## config.mk

```make
export PLATFORM = sky130hd
export DESIGN_NAME = bqbip_popcount
export DESIGN_NICKNAME = d
export VERILOG_FILES = /design/src/rtl/core/bqbip_pkg.sv /design/src/rtl/core/bqbip_popcount.sv
export SDC_FILE = /design/constraint.sdc
export NUM_CORES = 1
export LEC_CHECK = 0
export BUFFER_PORTS_ARGS = -buffer_cell sky130_fd_sc_hd__buf_2
export CAP_MARGIN = 20
export CELL_PAD_IN_SITES_DETAIL_PLACEMENT = 1
export CELL_PAD_IN_SITES_GLOBAL_PLACEMENT = 1
export CORE_UTILIZATION = 49
export CTS_BUF_LIST = sky130_fd_sc_hd__clkbuf_8 sky130_fd_sc_hd__clkbuf_16
export CTS_CLUSTER_DIAMETER = 100
export DETAILED_ROUTE_END_ITERATION = 6
export PLACE_DENSITY_LB_ADDON = 0.1
export SKIP_CTS_REPAIR_TIMING = 1
export SLEW_MARGIN = 10
export SYNTH_ARGS = -nofsm -noshare
export SYNTH_HDL_FRONTEND = slang
export SYNTH_SLANG_ARGS = --single-unit
```

## constraint.sdc

```tcl
create_clock -name clock -period 17.1 [get_ports clock]
set_input_delay 5.13 -clock clock [delete_from_list [all_inputs] [get_ports clock]]
set_output_delay 5.13 -clock clock [all_outputs]
set_load 0.03 [all_outputs]
```

## src/rtl/core/bqbip_pkg.sv

```systemverilog
package bqbip_pkg;

   // field widths
   localparam int WORD_W    = 64;
   localparam int IDX_W     = 6;
   localparam int INNER_W   = 16;
   localparam int ONES_W    = 13;
   localparam int BYTES     = WORD_W / 8;
   localparam int BCNT_W    = 4;
   localparam int WCNT_W    = 7;
   localparam int CONTRIB_W = 10;

   // index compare width, wide enough to hold the largest memory depth
   localparam int DEPTH_CMP_W = 11;

   localparam int DEF_MAX_WORDS = 64;

   // command codes
   localparam logic CMD_LOAD = 1'b0;
   localparam logic CMD_BASE = 1'b1;

   // four query bit-plane words of one index
   typedef struct packed {
      logic [WORD_W-1:0] plane_three;
      logic [WORD_W-1:0] plane_two;
      logic [WORD_W-1:0] plane_one;
      logic [WORD_W-1:0] plane_zero;
   } planes_type;

   // control that travels with a base word down the pipeline
   typedef struct packed {
      logic valid;
      logic last;
   } stage_ctl_type;

endpackage

```

## src/rtl/core/bqbip_popcount.sv

```systemverilog
module bqbip_popcount
   import bqbip_pkg::*;
(
   input  logic                 clock,
   input  logic                 reset,
   input  logic                 advance,
   input  stage_ctl_type        ctl,
   input  logic                 in_range,
   input  logic [WORD_W-1:0]    base,
   input  planes_type           planes,
   output stage_ctl_type        ctl_out,
   output logic [CONTRIB_W-1:0] contrib,
   output logic [WCNT_W-1:0]    ones
);

   function automatic logic [BCNT_W-1:0] byte_ones(input logic [7:0] b);
      logic [BCNT_W-1:0] n;
      n = '0;
      for (int i = 0; i < 8; i++) begin
         n = n + {{(BCNT_W-1){1'b0}}, b[i]};
      end
      return n;
   endfunction

   function automatic logic [WCNT_W-1:0] sum_bytes(input logic [BYTES-1:0][BCNT_W-1:0] c);
      logic [WCNT_W-1:0] s;
      s = '0;
      for (int i = 0; i < BYTES; i++) begin
         s = s + {{(WCNT_W-BCNT_W){1'b0}}, c[i]};
      end
      return s;
   endfunction

   logic [4:0][WORD_W-1:0]              masked;
   logic [4:0][BYTES-1:0][BCNT_W-1:0]   bcnt_in, bcnt_ff;
   stage_ctl_type                       ctl_a_in, ctl_a_ff;
   logic [4:0][WCNT_W-1:0]              wcnt;
   logic [CONTRIB_W-1:0]                contrib_in, contrib_ff;
   logic [WCNT_W-1:0]                   ones_in, ones_ff;
   stage_ctl_type                       ctl_b_ff;

   // out-of-range index reads every plane as zero
   always_comb begin
      masked[0] = in_range ? (planes.plane_zero  & base) : '0;
      masked[1] = in_range ? (planes.plane_one   & base) : '0;
      masked[2] = in_range ? (planes.plane_two   & base) : '0;
      masked[3] = in_range ? (planes.plane_three & base) : '0;
      masked[4] = base;
      for (int w = 0; w < 5; w++) begin
         for (int k = 0; k < BYTES; k++) begin
            bcnt_in[w][k] = byte_ones(masked[w][k*8 +: 8]);
         end
      end
      ctl_a_in = ctl;
   end

   // first stage: per-byte counts
   always_ff @(posedge clock) begin
      if (reset) begin
         ctl_a_ff <= '0;
      end else if (advance) begin
         ctl_a_ff <= ctl_a_in;
      end
   end

   always_ff @(posedge clock) begin
      if (advance) begin
         bcnt_ff <= bcnt_in;
      end
   end

   // word counts and plane weighting
   always_comb begin
      for (int w = 0; w < 5; w++) begin
         wcnt[w] = sum_bytes(bcnt_ff[w]);
      end
      contrib_in = {3'b000, wcnt[0]}
                 + {2'b00, wcnt[1], 1'b0}
                 + {1'b0, wcnt[2], 2'b00}
                 + {wcnt[3], 3'b000};
      ones_in = wcnt[4];
   end

   // second stage
   always_ff @(posedge clock) begin
      if (reset) begin
         ctl_b_ff <= '0;
      end else if (advance) begin
         ctl_b_ff <= ctl_a_ff;
      end
   end

   always_ff @(posedge clock) begin
      if (advance) begin
         contrib_ff <= contrib_in;
         ones_ff    <= ones_in;
      end
   end

   assign ctl_out = ctl_b_ff;
   assign contrib = contrib_ff;
   assign ones    = ones_ff;

endmodule

```

==> results_dict.tcl <==
set metrics [dict create \
    start_util 0.502 \
    critPathKind "input port to flop" \
    synth_top_cell_by_area "fa_1" \
    synthXorXnorAreaFrac 0.0311 \
    post-route-period-util 0.538 \
    synth.net_count 2400 \
    yosys.area_share.simple 0.100 \
    synthMuxAreaShare 0.00222 \
    critPathMaxFanout 148 \
    avgSynthCellArea_sq_um 11.2 \
    synth_compound_gate_area_share 0.0205 \
    start_kind "input port" \
    grt_usage 0.311 \
    setup_viol 0 \
    yosys.area.top_type_share 0.316 \
    drt_iter0_drc 612 \
    hpwl_microns 47300 \
    cts-root-buf "clkbuf_16" \
    dieArea_sq_um 37600 \
    cts.clk_slew.worst_paths_ns 0.07 \
    fmax_mhz 109 \
    synth.area.top_cells "fa_1, edfxtp_1, ha_1" \
    rows 69 \
    worstMarginPinSlew_ns 1.03 \
    die_y_microns 194 \
    top_usage_layer "met2" \
    htreeDepth 4 \
    cts_max_path_buffers 2 \
    grt_util_met1 0.370 \
    fin_tns_setup_ns 0 \
    io_buffers 344 \
    areaGrowthSynthToFinish_pct 15.7 \
    yosysSeqAreaShare 0.299 \
    grt_max_degree 149 \
    status "completed" \
    clk-insertion-delay-late_ns 0.46 \
    hold_path_class "flop to flop" \
    gr-usage-met3 0.0459 \
    finalCriticalPeriod_ns 9.21 \
    grt_antenna_before_repair 4 \
    finalClockSkew_ns 0.0192 \
    cp-end-kind "flop" \
    grt_pass1_vias 14600 \
    gp_congestion 0.957 \
    synth_cell_type_count 25 \
    yosysWarnings 0 \
    synth_edf_count 177 \
    arrival_ns 9.40 \
    wl_per_cell_microns 23.1 \
    ant_nets 0 \
    cts_tree "done" \
    cap_violations 0 \
    cts_inserted_buffers 17 \
    vias_per_cell 5.23 \
    drive_above_1_share 0.194 \
    io_pins 345 \
    final_nets 2737 \
    mappedNetlistArea_sq_um 18000 \
    cts_sinks 181 \
    grt_util_met2 0.559 \
    async_reset_ff_frac 0 \
    hold_violations 0 \
    first_pass_iters 4 \
    drc 0 \
    rsz0062_at_grt "false" \
    core_area_sq_um 35900 \
    synth_top_family_by_area "adder cells" \
    slew_violations 0 \
    synth_seq_cells 181 \
    worstPathRequired_ns 17.29 \
    drt-total-wl_microns 56100 \
    grt_overflow_total 0 \
    max_slew_margin 0.312 \
    grt_pass1_wl_microns 85700 \
    routed-via-count 12700 \
    die_w_microns 194 \
    ys.flop_type "edfxtp_1" \
    synthAdderAreaFrac 0.442 \
    final_core_util 0.581 \
    synthCells 1608 \
]
-- cell usage in the layout, fill, tap and decap left out, types with 5 or more instances in the layout --
cell,count
o21ai_0,5
a21oi_1,52
a21o_1,5
xnor2_1,40
nor2b_1,45
and3_1,128
nor2_1,8
ha_1,181
inv_1,476
diode_2,5
clkbuf_16,17
nand3_1,130
edfxtp_1,177
nand2_1,5
fa_1,285
buf_2,342
xor2_1,24
-- worst max-delay path, cell delays in order --
cell and delay (ns):
buf_6 0.61, buf_4 0.84, and3_1 0.33, fa_1 0.41, inv_1 0.11, fa_1 0.43
fa_1 0.56, inv_1 0.05, ha_1 0.23, fa_1 0.42, xor2_1 0.19
-- layout make-up --
class                           instances  area, sq um
Antenna cell                            5         12.5
Inverter                              476         1790
Clock inverter                         15          170
Tap cell                              461          577
Clock buffer                           17          425
Multi-Input combinational cell        922        10800
Sequential cell                       181         5400
Timing Repair Buffer                  347         1760
Fill cell                            3952        15000
-- per-stage QoR --
stage	std cells	area [sq um]	setup WS (ns)	hold slack, ns
2_1_floorplan	1608	18000	8.86	0.460
3_3_place_gp	2387	20300	7.68	0.474
3_5_place_dp	2387	20300	7.51	0.497
4_1_cts	2419	20900	7.92	0.515
5_1_grt	2419	20900	7.66	0.543
6_report	2424	20900	7.89	0.512
-- Yosys cell counts, types with 5 or more instances --
cell type  instances
and3_1           128
nand3_1          130
nor2_1             8
fa_1             285
a21o_1             5
nor2b_1           45
clkbuf_1          28
ha_1             181
a21oi_1           52
edfxtp_1         177
xnor2_1           40
nand2_1            5
o21ai_0            5
xor2_1            24
inv_1            476
-- registers in the layout, summed over array words and instances (netlist names) --
name      flops
bcnt_ff     160
contrib      10
ctl_a_ff      2
ctl_out       2
ones          7
-- final timing paths --
path               start     endpoint  slack (ns)  depth (start not counted)
min          ctl_a_ff[1]  ctl_a_ff[1]        0.51                          2
max reg2reg  bcnt_ff[38]   contrib[8]        9.92                         23
min reg2reg  ctl_a_ff[1]  ctl_a_ff[1]        0.51                          2
max             in_range  bcnt_ff[38]        7.89                         11
-- kinds of logic (layout without fill, tap and decap cells) --
kind of cell               Yosys count  after routing
DFF                                181            181
xor gates and xnor gates            64             64
muxes                                4              4
and+or+nand+nor                    321            321
adders and majority gates          466            466
buffers and inverters              505            855
AOI/OAI and AO/OA                   67             67
other                                0              5
-- routing by layer --
layer	vias up	wire, microns
met2	421	28900
met5	-	13
li1	5711	-
met1	6439	22200
met4	2	2530
met3	106	2460
Power is left out: the tool's default activity adds up to more than one toggle a clock period on the data nets, which glitch-free logic cannot reach.
