[src/rtl/core/bqbip_pkg.sv]
package bqbip_pkg;

   // field widths
   localparam int WORD_W    = 64;
   localparam int IDX_W     = 6;
   localparam int INNER_W   = 16;
   localparam int ONES_W    = 13;
   localparam int BYTES     = WORD_W / 8;
   localparam int BCNT_W    = 4;
   localparam int WCNT_W    = 7;
   localparam int CONTRIB_W = 10;

   // index compare width, wide enough to hold the largest memory depth
   localparam int DEPTH_CMP_W = 11;

   localparam int DEF_MAX_WORDS = 64;

   // command codes
   localparam logic CMD_LOAD = 1'b0;
   localparam logic CMD_BASE = 1'b1;

   // four query bit-plane words of one index
   typedef struct packed {
      logic [WORD_W-1:0] plane_three;
      logic [WORD_W-1:0] plane_two;
      logic [WORD_W-1:0] plane_one;
      logic [WORD_W-1:0] plane_zero;
   } planes_type;

   // control that travels with a base word down the pipeline
   typedef struct packed {
      logic valid;
      logic last;
   } stage_ctl_type;

endpackage

[src/rtl/core/bqbip_accum.sv]
module bqbip_accum
   import bqbip_pkg::*;
(
   input  logic                 clock,
   input  logic                 reset,
   input  logic                 advance,
   input  stage_ctl_type        ctl,
   input  logic [CONTRIB_W-1:0] contrib,
   input  logic [WCNT_W-1:0]    ones,
   input  logic                 rsp_tready,
   output logic                 rsp_tvalid,
   output logic [INNER_W-1:0]   weighted_total,
   output logic [ONES_W-1:0]    ones_total
);

   logic [INNER_W-1:0] inner_acc_ff, inner_acc_in;
   logic [ONES_W-1:0]  ones_acc_ff, ones_acc_in;
   logic [INNER_W:0]   inner_sum;
   logic [ONES_W:0]    ones_sum;
   logic [INNER_W-1:0] inner_sat;
   logic [ONES_W-1:0]  ones_sat;
   logic               out_valid_ff, out_valid_in;
   logic [INNER_W-1:0] out_inner_ff, out_inner_in;
   logic [ONES_W-1:0]  out_ones_ff, out_ones_in;

   // saturating adds, the limits are all-ones so a carry means overflow
   always_comb begin
      inner_sum = {1'b0, inner_acc_ff} + {{(INNER_W+1-CONTRIB_W){1'b0}}, contrib};
      ones_sum  = {1'b0, ones_acc_ff} + {{(ONES_W+1-WCNT_W){1'b0}}, ones};
      inner_sat = inner_sum[INNER_W] ? '1 : inner_sum[INNER_W-1:0];
      ones_sat  = ones_sum[ONES_W] ? '1 : ones_sum[ONES_W-1:0];

      inner_acc_in = inner_acc_ff;
      ones_acc_in  = ones_acc_ff;
      out_valid_in = out_valid_ff && !rsp_tready;
      out_inner_in = out_inner_ff;
      out_ones_in  = out_ones_ff;

      if (advance && ctl.valid) begin
         if (ctl.last) begin
            inner_acc_in = '0;
            ones_acc_in  = '0;
            out_valid_in = 1'b1;
            out_inner_in = inner_sat;
            out_ones_in  = ones_sat;
         end else begin
            inner_acc_in = inner_sat;
            ones_acc_in  = ones_sat;
         end
      end
   end

   // accumulators and output valid
   always_ff @(posedge clock) begin
      if (reset) begin
         inner_acc_ff <= '0;
         ones_acc_ff  <= '0;
         out_valid_ff <= 1'b0;
      end else begin
         inner_acc_ff <= inner_acc_in;
         ones_acc_ff  <= ones_acc_in;
         out_valid_ff <= out_valid_in;
      end
   end

   // result payload
   always_ff @(posedge clock) begin
      out_inner_ff <= out_inner_in;
      out_ones_ff  <= out_ones_in;
   end

   assign rsp_tvalid     = out_valid_ff;
   assign weighted_total = out_inner_ff;
   assign ones_total     = out_ones_ff;

endmodule

[config.mk]
export PLATFORM = sky130hd
export DESIGN_NAME = bqbip_accum
export DESIGN_NICKNAME = d
export VERILOG_FILES = /design/src/rtl/core/bqbip_pkg.sv /design/src/rtl/core/bqbip_accum.sv
export SDC_FILE = /design/constraint.sdc
export NUM_CORES = 1
export LEC_CHECK = 0
export ABC_AREA = 0
export BUFFER_PORTS_ARGS = -buffer_cell sky130_fd_sc_hd__buf_4
export CORE_MARGIN = 3
export CORE_UTILIZATION = 28
export CTS_BUF_LIST = sky130_fd_sc_hd__clkbuf_4 sky130_fd_sc_hd__clkbuf_8
export CTS_CLUSTER_DIAMETER = 80
export DETAILED_ROUTE_END_ITERATION = 12
export PLACE_DENSITY = 0.49
export SLEW_MARGIN = 20
export SYNTH_ARGS = -nofsm -noshare
export SYNTH_HDL_FRONTEND = slang
export SYNTH_SLANG_ARGS = --single-unit
[constraint.sdc]
create_clock -name clock -period 3.3 [get_ports clock]
set_input_delay 0.66 -clock clock [delete_from_list [all_inputs] [get_ports clock]]
set_output_delay 0.66 -clock clock [all_outputs]
set_load 0.02 [all_outputs]
==> impl_metrics.toml, run 1 <==
[timing]
fin_skew_ps = 10.1
max_clock_freq_mhz = 383
setup_tns_ps = 0
slew_headroom_pct = 56.0
setup_slack_ps = 688
min_period_ps = 2610
finalCritPeriodShare_pct = 79.2
grt_setup_unrepaired = "no"
finalSetupViolCount = 0
worst_slew_pin_slew_ps = 660
maxSlewViolCount = 0
final_hold_viol_count = 0

[synthesis]
synth_compound_area_share_pct = 22.0
synthAdderAreaFrac_pct = 8.02
synth_top_family_by_area = "compound AO/OA/AOI/OAI gates"
synth.avg_cell_area_um2 = 10.0
ys_warn_count = 0
ys_seq_elements = 59
synth_nets = 357
synth_top_area_cell = "edfxtp_1"
yosys_most_used_dff = "dfxtp_1"
synth-simple-area-share_pct = 15.9
synth_xor_area_share_pct = 3.34
synth_cells = 315
synth_seq_area_share_pct = 46.7
synth.top_cells.by_area = "edfxtp_1 (28%), dfxtp_1 (19%), ha_1 (6.8%)"
syn_area_um2 = 3150
ys_async_sr_fraction_pct = 0
synth.distinct_cells = 48
synth_top_area_share_pct = 27.6
synth_edf_count = 29
synthMuxAreaShare_pct = 0.993

[floorplanning]
start_util_pct = 28.8
io_pins = 53
die_h_um = 112
placementRows = 38
die_x_um = 112
coreArea_um2 = 10900
dieArea_um2 = 12600

[critical_path]
path_class = "in2reg"
r2r_setup_slack_ps = 820
r2r_start = "inner_acc_ff[0]$_SDFFE_PP0P_"
worst-path-max-fanout = 6
reg2reg_to = "weighted_total[15]$_DFFE_PP_"
crit_arrival_ps = 2690
cp_slowest_cell = "fa_1"
cp.required_ps = 3380
cp_top_family = "adder cells"
crit_buf_inv = 1
end_kind = "flop"
startpoint_type = "input pin"
max_stage_delay_ps = 410
ff2ff_path_depth = 8
crit_chain = "buf_4 -> ha_1 -> fa_1 -> a21oi_1 -> nor2_1 -> o21ai_1 -> and2_1 -> o21ai_0 -> mux2_2"

[clock_tree]
cts_buffer_depth = 2
hold_buffers = 0
cts_tree = "yes"
path_clk_slew_ps = 70
cts_resized = 0
cts_buffers = 9
clk_latency_ps = 330
clockRootBuffer = "clkbuf_8"
h-tree-depth = 3
postCtsSetupBuffers = 0
clock-sinks = 59

[placement]
port_buffers = 52
gp_congestion = 0.809
placed_cells = 496
place_ws_ps = 386
dp_hpwl_um = 5470

[grt]
grt_max_degree = 21
gr-total-overflow = 0
antenna_found_initial = 0
grt_pass1_wl_um = 12700
grt_usage_pct = 12.5
grt_pass1_vias = 2527

[route]
dr_total_vias = 2520
viasPerCell = 4.92
wl_per_cell_um = 14.8
routed_wl_um = 7600
drtIter0Drc = 114
ant_nets = 0
drc = 0
detail_route.first_pass.iterations = 4

[min_path]
min_to = "inner_acc_ff[3]$_SDFFE_PP0P_"
hp-start = "inner_acc_ff[3]$_SDFFE_PP0P_"
hold_depth = 1
hp-class = "reg2reg"

[power_and_ir_drop]
p_switching_uw = 419
power_density_nw_per_um2 = 443
leakage_nw = 1.59
power.total_mw = 1.73
irDropWorstVdd_v = 0.000253
power.internal_mw = 1.31
power_frac_comb_pct = 11.9
switching_share_pct = 24.2
clkPwrFrac_pct = 41.8
seq_power_share_pct = 46.4

[cells_and_area]
seqCellArea_um2 = 1470
drive_gt1_share_pct = 23.1
antenna_cells = 0
fillCellCount = 1109
final_util_pct = 35.7
nNetsFinal = 409
syn2layout_area_growth_pct = 23.9
multi_input_area_um2 = 1590
final_cells = 512

[run_status]
status = "completed"

[flow_run]
cap_viol_max_count = 0
-- power groups by stage --
stage / logic, mW / clock network (mW) / registers (mW)
floorplan: 0.115 / 0 / 0.832
global placement: 0.207 / 0 / 0.818
detailed placement: 0.207 / 0 / 0.818
CTS: 0.209 / 0.748 / 0.801
global route: 0.229 / 0.775 / 0.804
finish: 0.205 / 0.723 / 0.802
-- cell usage in the layout, fill, tap and decap left out, types with 6 or more instances in the layout --
cell type | synthesis | routed
inv_1 | 9 | 9
a22o_1 | 14 | 14
dfxtp_1 | 30 | 30
xnor2_1 | 7 | 7
a31oi_1 | 6 | 6
nor2_1 | 26 | 26
nand3_1 | 9 | 9
edfxtp_1 | 29 | 29
a21oi_1 | 20 | 20
buf_4 | 0 | 56
nor3_1 | 13 | 12
a21o_1 | 9 | 9
clkbuf_8 | 0 | 9
nand2_1 | 22 | 22
ha_1 | 17 | 17
o21ai_0 | 15 | 15
-- state kept, by name, summed over array words and instances, names as in the netlist --
name,flops
rsp_tvalid,1
ones_acc_ff,13
weighted_total,16
ones_total,13
inner_acc_ff,16
-- stage by stage --
step	hold slack (ps)	area, um2
6_report	478	3900
4_1_cts	483	3900
3_3_place_gp	461	3690
2_1_floorplan	429	3150
3_5_place_dp	465	3690
5_1_grt	496	3900
-- Yosys cell counts (6+ instances only) --
| master | n |
|---|---|
| dfxtp_1 | 30 |
| xnor2_1 | 7 |
| nand2_1 | 22 |
| edfxtp_1 | 29 |
| a21oi_1 | 20 |
| ha_1 | 17 |
| o21ai_0 | 15 |
| nor2_1 | 26 |
| inv_1 | 9 |
| a22o_1 | 14 |
| a21o_1 | 9 |
| a31oi_1 | 6 |
| nand3_1 | 9 |
| nor3_1 | 13 |
| clkbuf_1 | 11 |
-- metal layers --
metal | global-route usage (%) | up-vias | routed length, um | share of wire (%)
met5 | 0 | - | 0 | 0
met4 | 3.93 | 0 | 44 | 0.58
met3 | 2.70 | 4 | 309 | 4.1
met2 | 20.1 | 52 | 3560 | 47
met1 | 17.1 | 1178 | 3680 | 48
li1 | - | 1286 | - | -
-- cell type report --
class / count / area share [%]
multi-input cells: 232 / 40.7
clock buffers: 10 / 3.37
repair buffers: 56 / 10.8
clock inverters: 6 / 2.08
flip-flops and latches: 59 / 37.7
inverters: 9 / 0.866
well taps: 140 / 4.49
-- worst reg2reg max path: stages, from the launching register on --
cell and delay (ps):
dfxtp_1 320, ha_1 210, fa_1 410, a21oi_1 190
nor2_1 110, o21ai_1 310, and2_1 300, o21ai_0 100
mux2_2 280
-- kinds of logic after synthesis --
kind of cell,after synthesis
AOI/OAI and AO/OA,98
xor gates and xnor gates,12
adders and majority gates,19
buffers and inverters,24
DFF,59
muxes,3
and+or+nand+nor,100
-- worst max path at each step --
| stage | slack, ps | end | startpoint | depth (start not counted) |
|---|---|---|---|---|
| finish | 690 | weighted_total[15]$_DFFE_PP_ | contrib[0] | 9 |
| global route | 570 | weighted_total[15]$_DFFE_PP_ | contrib[0] | 9 |
| CTS | 720 | weighted_total[15]$_DFFE_PP_ | contrib[0] | 9 |
| detailed placement | 390 | weighted_total[15]$_DFFE_PP_ | contrib[0] | 9 |
| global placement | 420 | weighted_total[8]$_DFFE_PP_ | contrib[0] | 9 |
| floorplan | 650 | weighted_total[8]$_DFFE_PP_ | contrib[0] | 8 |
Power figures use the tool's default switching activity.
==> run 2: changes to the inputs <==
Settings changed: PLACE_DENSITY 0.49 to 0.51.
Clock period 3.3 ns to 2.24 ns, I/O delays scaled along.
==> impl_metrics.toml, run 2 (synthesized netlist as in run 1, its figures left out) <==
[cells_and_area]
final_util_pct = 40.0
final_cell_mix = "buf_4 (100), edfxtp_1 (29), dfxtp_1 (27)"
final_cell_area_um2 = 4370
antenna_cells = 0
final_cells = 558
nNetsFinal = 456
syn2layout_area_growth_pct = 38.8
fillCellCount = 1085
drive_gt1_share_pct = 35.6
final_common_cell = "buf_4"

[min_path]
hold_depth = 2
hp-class = "in2reg"

[placement]
place_area_um2 = 4120
gp_congestion = 0.832
port_buffers = 52
dp_hpwl_um = 6060
placed_cells = 539
place_ws_ps = -181

[route]
drc = 0
wl_per_cell_um = 14.6
ant_nets = 0
viasPerCell = 4.93
detail_route.first_pass.iterations = 4
drtIter0Drc = 89
dr_total_vias = 2749
routed_wl_um = 8150

[timing]
grt_setup_unrepaired = "yes"
maxSlewViolCount = 0
finalSetupViolCount = 0
finalHoldWorstSlack_ps = 331
setup_tns_ps = 0
min_period_ps = 2160
slew_headroom_pct = 61.5
fin_skew_ps = 10.8
setup_slack_ps = 77.6
finalCritPeriodShare_pct = 96.5
worst_slew_pin_slew_ps = 578
final_hold_viol_count = 0
max_clock_freq_mhz = 462

[floorplanning]
placementRows = 38
dieArea_um2 = 12600
die_x_um = 112
coreArea_um2 = 10900
start_util_pct = 28.8
io_pins = 53
die_h_um = 112

[power_and_ir_drop]
switching_share_pct = 24.6
power.total_mw = 2.48
power_frac_comb_pct = 14.9
clkPwrFrac_pct = 37.4
seq_power_share_pct = 47.7
leakage_nw = 1.84
irDropWorstVdd_v = 0.000242
p_switching_uw = 610
power.internal_mw = 1.87
power_density_nw_per_um2 = 567

[grt]
grt_pass1_vias = 2700
gr-total-overflow = 0
grt_usage_pct = 13.0
grt_max_degree = 23
grt_pass1_wl_um = 13200
antenna_found_initial = 0

[clock_tree]
clk_latency_ps = 340
hold_buffers = 0
cts_tree = "yes"
cts_buffer_depth = 2
clock-sinks = 59
cts_buffers = 9
clockRootBuffer = "clkbuf_8"
h-tree-depth = 3
path_clk_slew_ps = 60

[critical_path]
startpoint_type = "flop"
path_class = "reg2reg"
cp_slowest_cell = "fa_2"
crit_arrival_ps = 2240
ff2ff_path_depth = 8
cp.required_ps = 2320
end_kind = "flop"
max_stage_delay_ps = 370
crit_chain = "ha_4 -> fa_2 -> a21oi_4 -> nor2_2 -> o21ai_4 -> and2_4 -> o21ai_0 -> mux2_2"
worst-path-max-fanout = 4

[run_status]
status = "completed"

[flow_run]
cap_viol_max_count = 0
-- run 2: what timing repair did --
item                       CTS  global route
gates resized for setup      0            11
buffers inserted             0             4
setup endpoints to repair    0            26
-- run 2: power by group through the flow --
stage	logic, mW	registers [mW]	clock network, mW
floorplan	0.180	1.23	0
global placement	0.362	1.21	0
detailed placement	0.364	1.21	0
CTS	0.366	1.18	0.962
global route	0.406	1.19	1.01
finish	0.370	1.18	0.928
-- run 2: worst max-delay path, delay by kind of cell, from the launching register on --
family | cells | cell delay [ps]
mux | 1 | 280
compound gates | 3 | 460
flops | 1 | 340
fa+ha+maj | 2 | 530
simple gates | 2 | 300
-- run 2: layout make-up --
type                            count  area (um2)  area share (%)
Timing Repair Buffer              103         811            18.5
Inverter                            9        33.8           0.772
Clock buffer                       11         139            3.18
Sequential cell                    59        1480            33.7
Tap cell                          140         175            4.00
Multi-Input combinational cell    232        1700            38.8
Clock inverter                      4        42.5           0.973
-- run 2: metal layers --
layer / GRT usage [%] / share of wire, %
met5: 0 / 0
met4: 4.41 / 0.99
met3: 2.86 / 4.9
met2: 21.7 / 48
met1: 16.9 / 46
-- run 2: worst paths after layout --
| kind | slack (ps) | to | startpoint |
|---|---|---|---|
| worst max-delay path | 80 | weighted_total[15]$_DFFE_PP_ | inner_acc_ff[0]$_SDFFE_PP0P_ |
| worst min-delay path | 330 | inner_acc_ff[12]$_SDFFE_PP0P_ | reset |
| worst max register to register | 80 | weighted_total[15]$_DFFE_PP_ | inner_acc_ff[0]$_SDFFE_PP0P_ |
| worst min register to register | 470 | inner_acc_ff[4]$_SDFFE_PP0P_ | inner_acc_ff[4]$_SDFFE_PP0P_ |
==> run 3: changes to the inputs <==
Settings changed: SETUP_SLACK_MARGIN from default to 0.1.
==> impl_metrics.toml, run 3 (synthesized netlist as in run 1, its figures left out) <==
[run_status]
status = "completed"

[grt]
grt_max_degree = 31
met3_usage_pct = 3.83
grt_use_met2_pct = 22.3
gr-total-overflow = 0
grt_use_met1_pct = 16.4
antenna_found_initial = 0
grt_usage_pct = 13.1
grt_pass1_wl_um = 13200
gr-max-usage-layer = "met2"
grt_pass1_vias = 2694

[cells_and_area]
syn2layout_area_growth_pct = 45.0
final_cell_area_um2 = 4570
final_common_cell = "buf_4"
nNetsFinal = 458
fillCellCount = 1086
antenna_cells = 0
drive_gt1_share_pct = 40.4
final_cell_mix = "buf_4 (104), edfxtp_1 (29), dfxtp_1 (27)"
final_cells = 561

[route]
drc = 0
dr_total_vias = 2700
detail_route.first_pass.iterations = 4
ant_nets = 0
wl_per_cell_um = 14.2
drtIter0Drc = 94
routed_wl_um = 7970
viasPerCell = 4.81

[timing]
finalSetupViolCount = 0
worst_slew_pin_slew_ps = 566
fin_skew_ps = 14.0
finalCritPeriodShare_pct = 95.7
grt_setup_unrepaired = "yes"
min_period_ps = 2140
slew_headroom_pct = 62.1
maxSlewViolCount = 0
max_clock_freq_mhz = 466
final_hold_viol_count = 0
setup_slack_ps = 95.9

[critical_path]
cp.required_ps = 2320
r2r_start = "inner_acc_ff[0]$_SDFFE_PP0P_"
path_class = "reg2reg"
startpoint_type = "flop"
r2r_setup_slack_ps = 100
worst-path-max-fanout = 4
crit_chain = "ha_4 -> fa_2 -> a21oi_4 -> nor2_4 -> o21ai_4 -> and2_4 -> o21ai_2 -> mux2_4"
cp_top_family = "adder cells"
end_kind = "flop"
reg2reg_to = "weighted_total[15]$_DFFE_PP_"
crit_arrival_ps = 2230
crit_buf_inv = 0
ff2ff_path_depth = 8
cp_slowest_cell = "fa_2"
max_stage_delay_ps = 370

[power_and_ir_drop]
power_density_nw_per_um2 = 588
power.total_mw = 2.69
irDropWorstVdd_v = 0.000301
leakage_nw = 1.88

[clock_tree]
clockRootBuffer = "clkbuf_8"
hold_buffers = 0
cts_buffers = 9
cts_tree = "yes"
cts_buffer_depth = 2
clk_latency_ps = 340
h-tree-depth = 3
clock-sinks = 59
path_clk_slew_ps = 80

[floorplanning]
die_x_um = 112
start_util_pct = 28.8
io_pins = 53
placementRows = 38
coreArea_um2 = 10900
dieArea_um2 = 12600
die_h_um = 112

[min_path]
hold_depth = 2
hp-start = "reset"
hp-class = "in2reg"
min_to = "inner_acc_ff[12]$_SDFFE_PP0P_"

[placement]
place_area_um2 = 4150
place_ws_ps = -161
gp_congestion = 0.831
dp_hpwl_um = 5900
placed_cells = 539
port_buffers = 52

[flow_run]
cap_viol_max_count = 0
[run 3: cell count changes in the layout (fill, tap and decap cells not counted), moves of 2 or more]
cell,change
a21oi_4,+2
o21ai_0,-4
buf_4,+4
ha_4,+2
nor2_1,-2
o21ai_1,+3
clkbuf_8,+2
or2_2,-2
a211oi_4,+2
buf_12,-2
or2_4,+2
[run 3: cell type report]
| type | instances | area (um2) | share of cell area (%) |
|---|---|---|---|
| Clock buffer | 12 | 159 | 3.48 |
| Sequential cell | 59 | 1480 | 32.3 |
| Clock inverter | 4 | 72.6 | 1.59 |
| Multi-Input combinational cell | 232 | 1850 | 40.5 |
| Tap cell | 140 | 175 | 3.83 |
| Timing Repair Buffer | 105 | 801 | 17.5 |
| Inverter | 9 | 33.8 | 0.740 |
[run 3: per-layer routing]
| metal | share of wire [%] | vias to the layer above |
|---|---|---|
| met1 | 46 | 1255 |
| li1 | - | 1381 |
| met4 | 0.78 | 0 |
| met2 | 49 | 56 |
| met5 | 0 | - |
| met3 | 4.2 | 8 |
[run 3: power by group]
part / switching, mW / leakage [nW] / internal [mW]
sequential: 0.0143 / 0.505 / 1.17
combinational: 0.198 / 1.26 / 0.188
clock: 0.421 / 0.118 / 0.698
[run 3: timing repair]
action	4_1_cts	5_1_grt
pin swaps	4	12
setup endpoints to repair	14	40
setup buffers	3	3
gates resized for setup	1	30
[run 3: how the worst max path moves through the flow]
stage | cells past startpoint | end | startpoint | slack [ps]
floorplan | 8 | weighted_total[15]$_DFFE_PP_ | contrib[0] | 50
global placement | 10 | inner_acc_ff[5]$_SDFFE_PP0P_ | contrib[0] | -150
detailed placement | 9 | weighted_total[15]$_DFFE_PP_ | contrib[0] | -160
CTS | 8 | weighted_total[15]$_DFFE_PP_ | inner_acc_ff[0]$_SDFFE_PP0P_ | 100
global route | 11 | inner_acc_ff[4]$_SDFFE_PP0P_ | inner_acc_ff[0]$_SDFFE_PP0P_ | 6
finish | 8 | weighted_total[15]$_DFFE_PP_ | inner_acc_ff[0]$_SDFFE_PP0P_ | 100
[run 3: through the flow]
stage	setup TNS, ps	hold slack, ps	utilization, %
finish	0	325	41.8
global route	0	321	41.8
CTS	0	308	40.3
detailed placement	-3570	465	38.0
global placement	-3310	462	38.0
floorplan	0	429	-
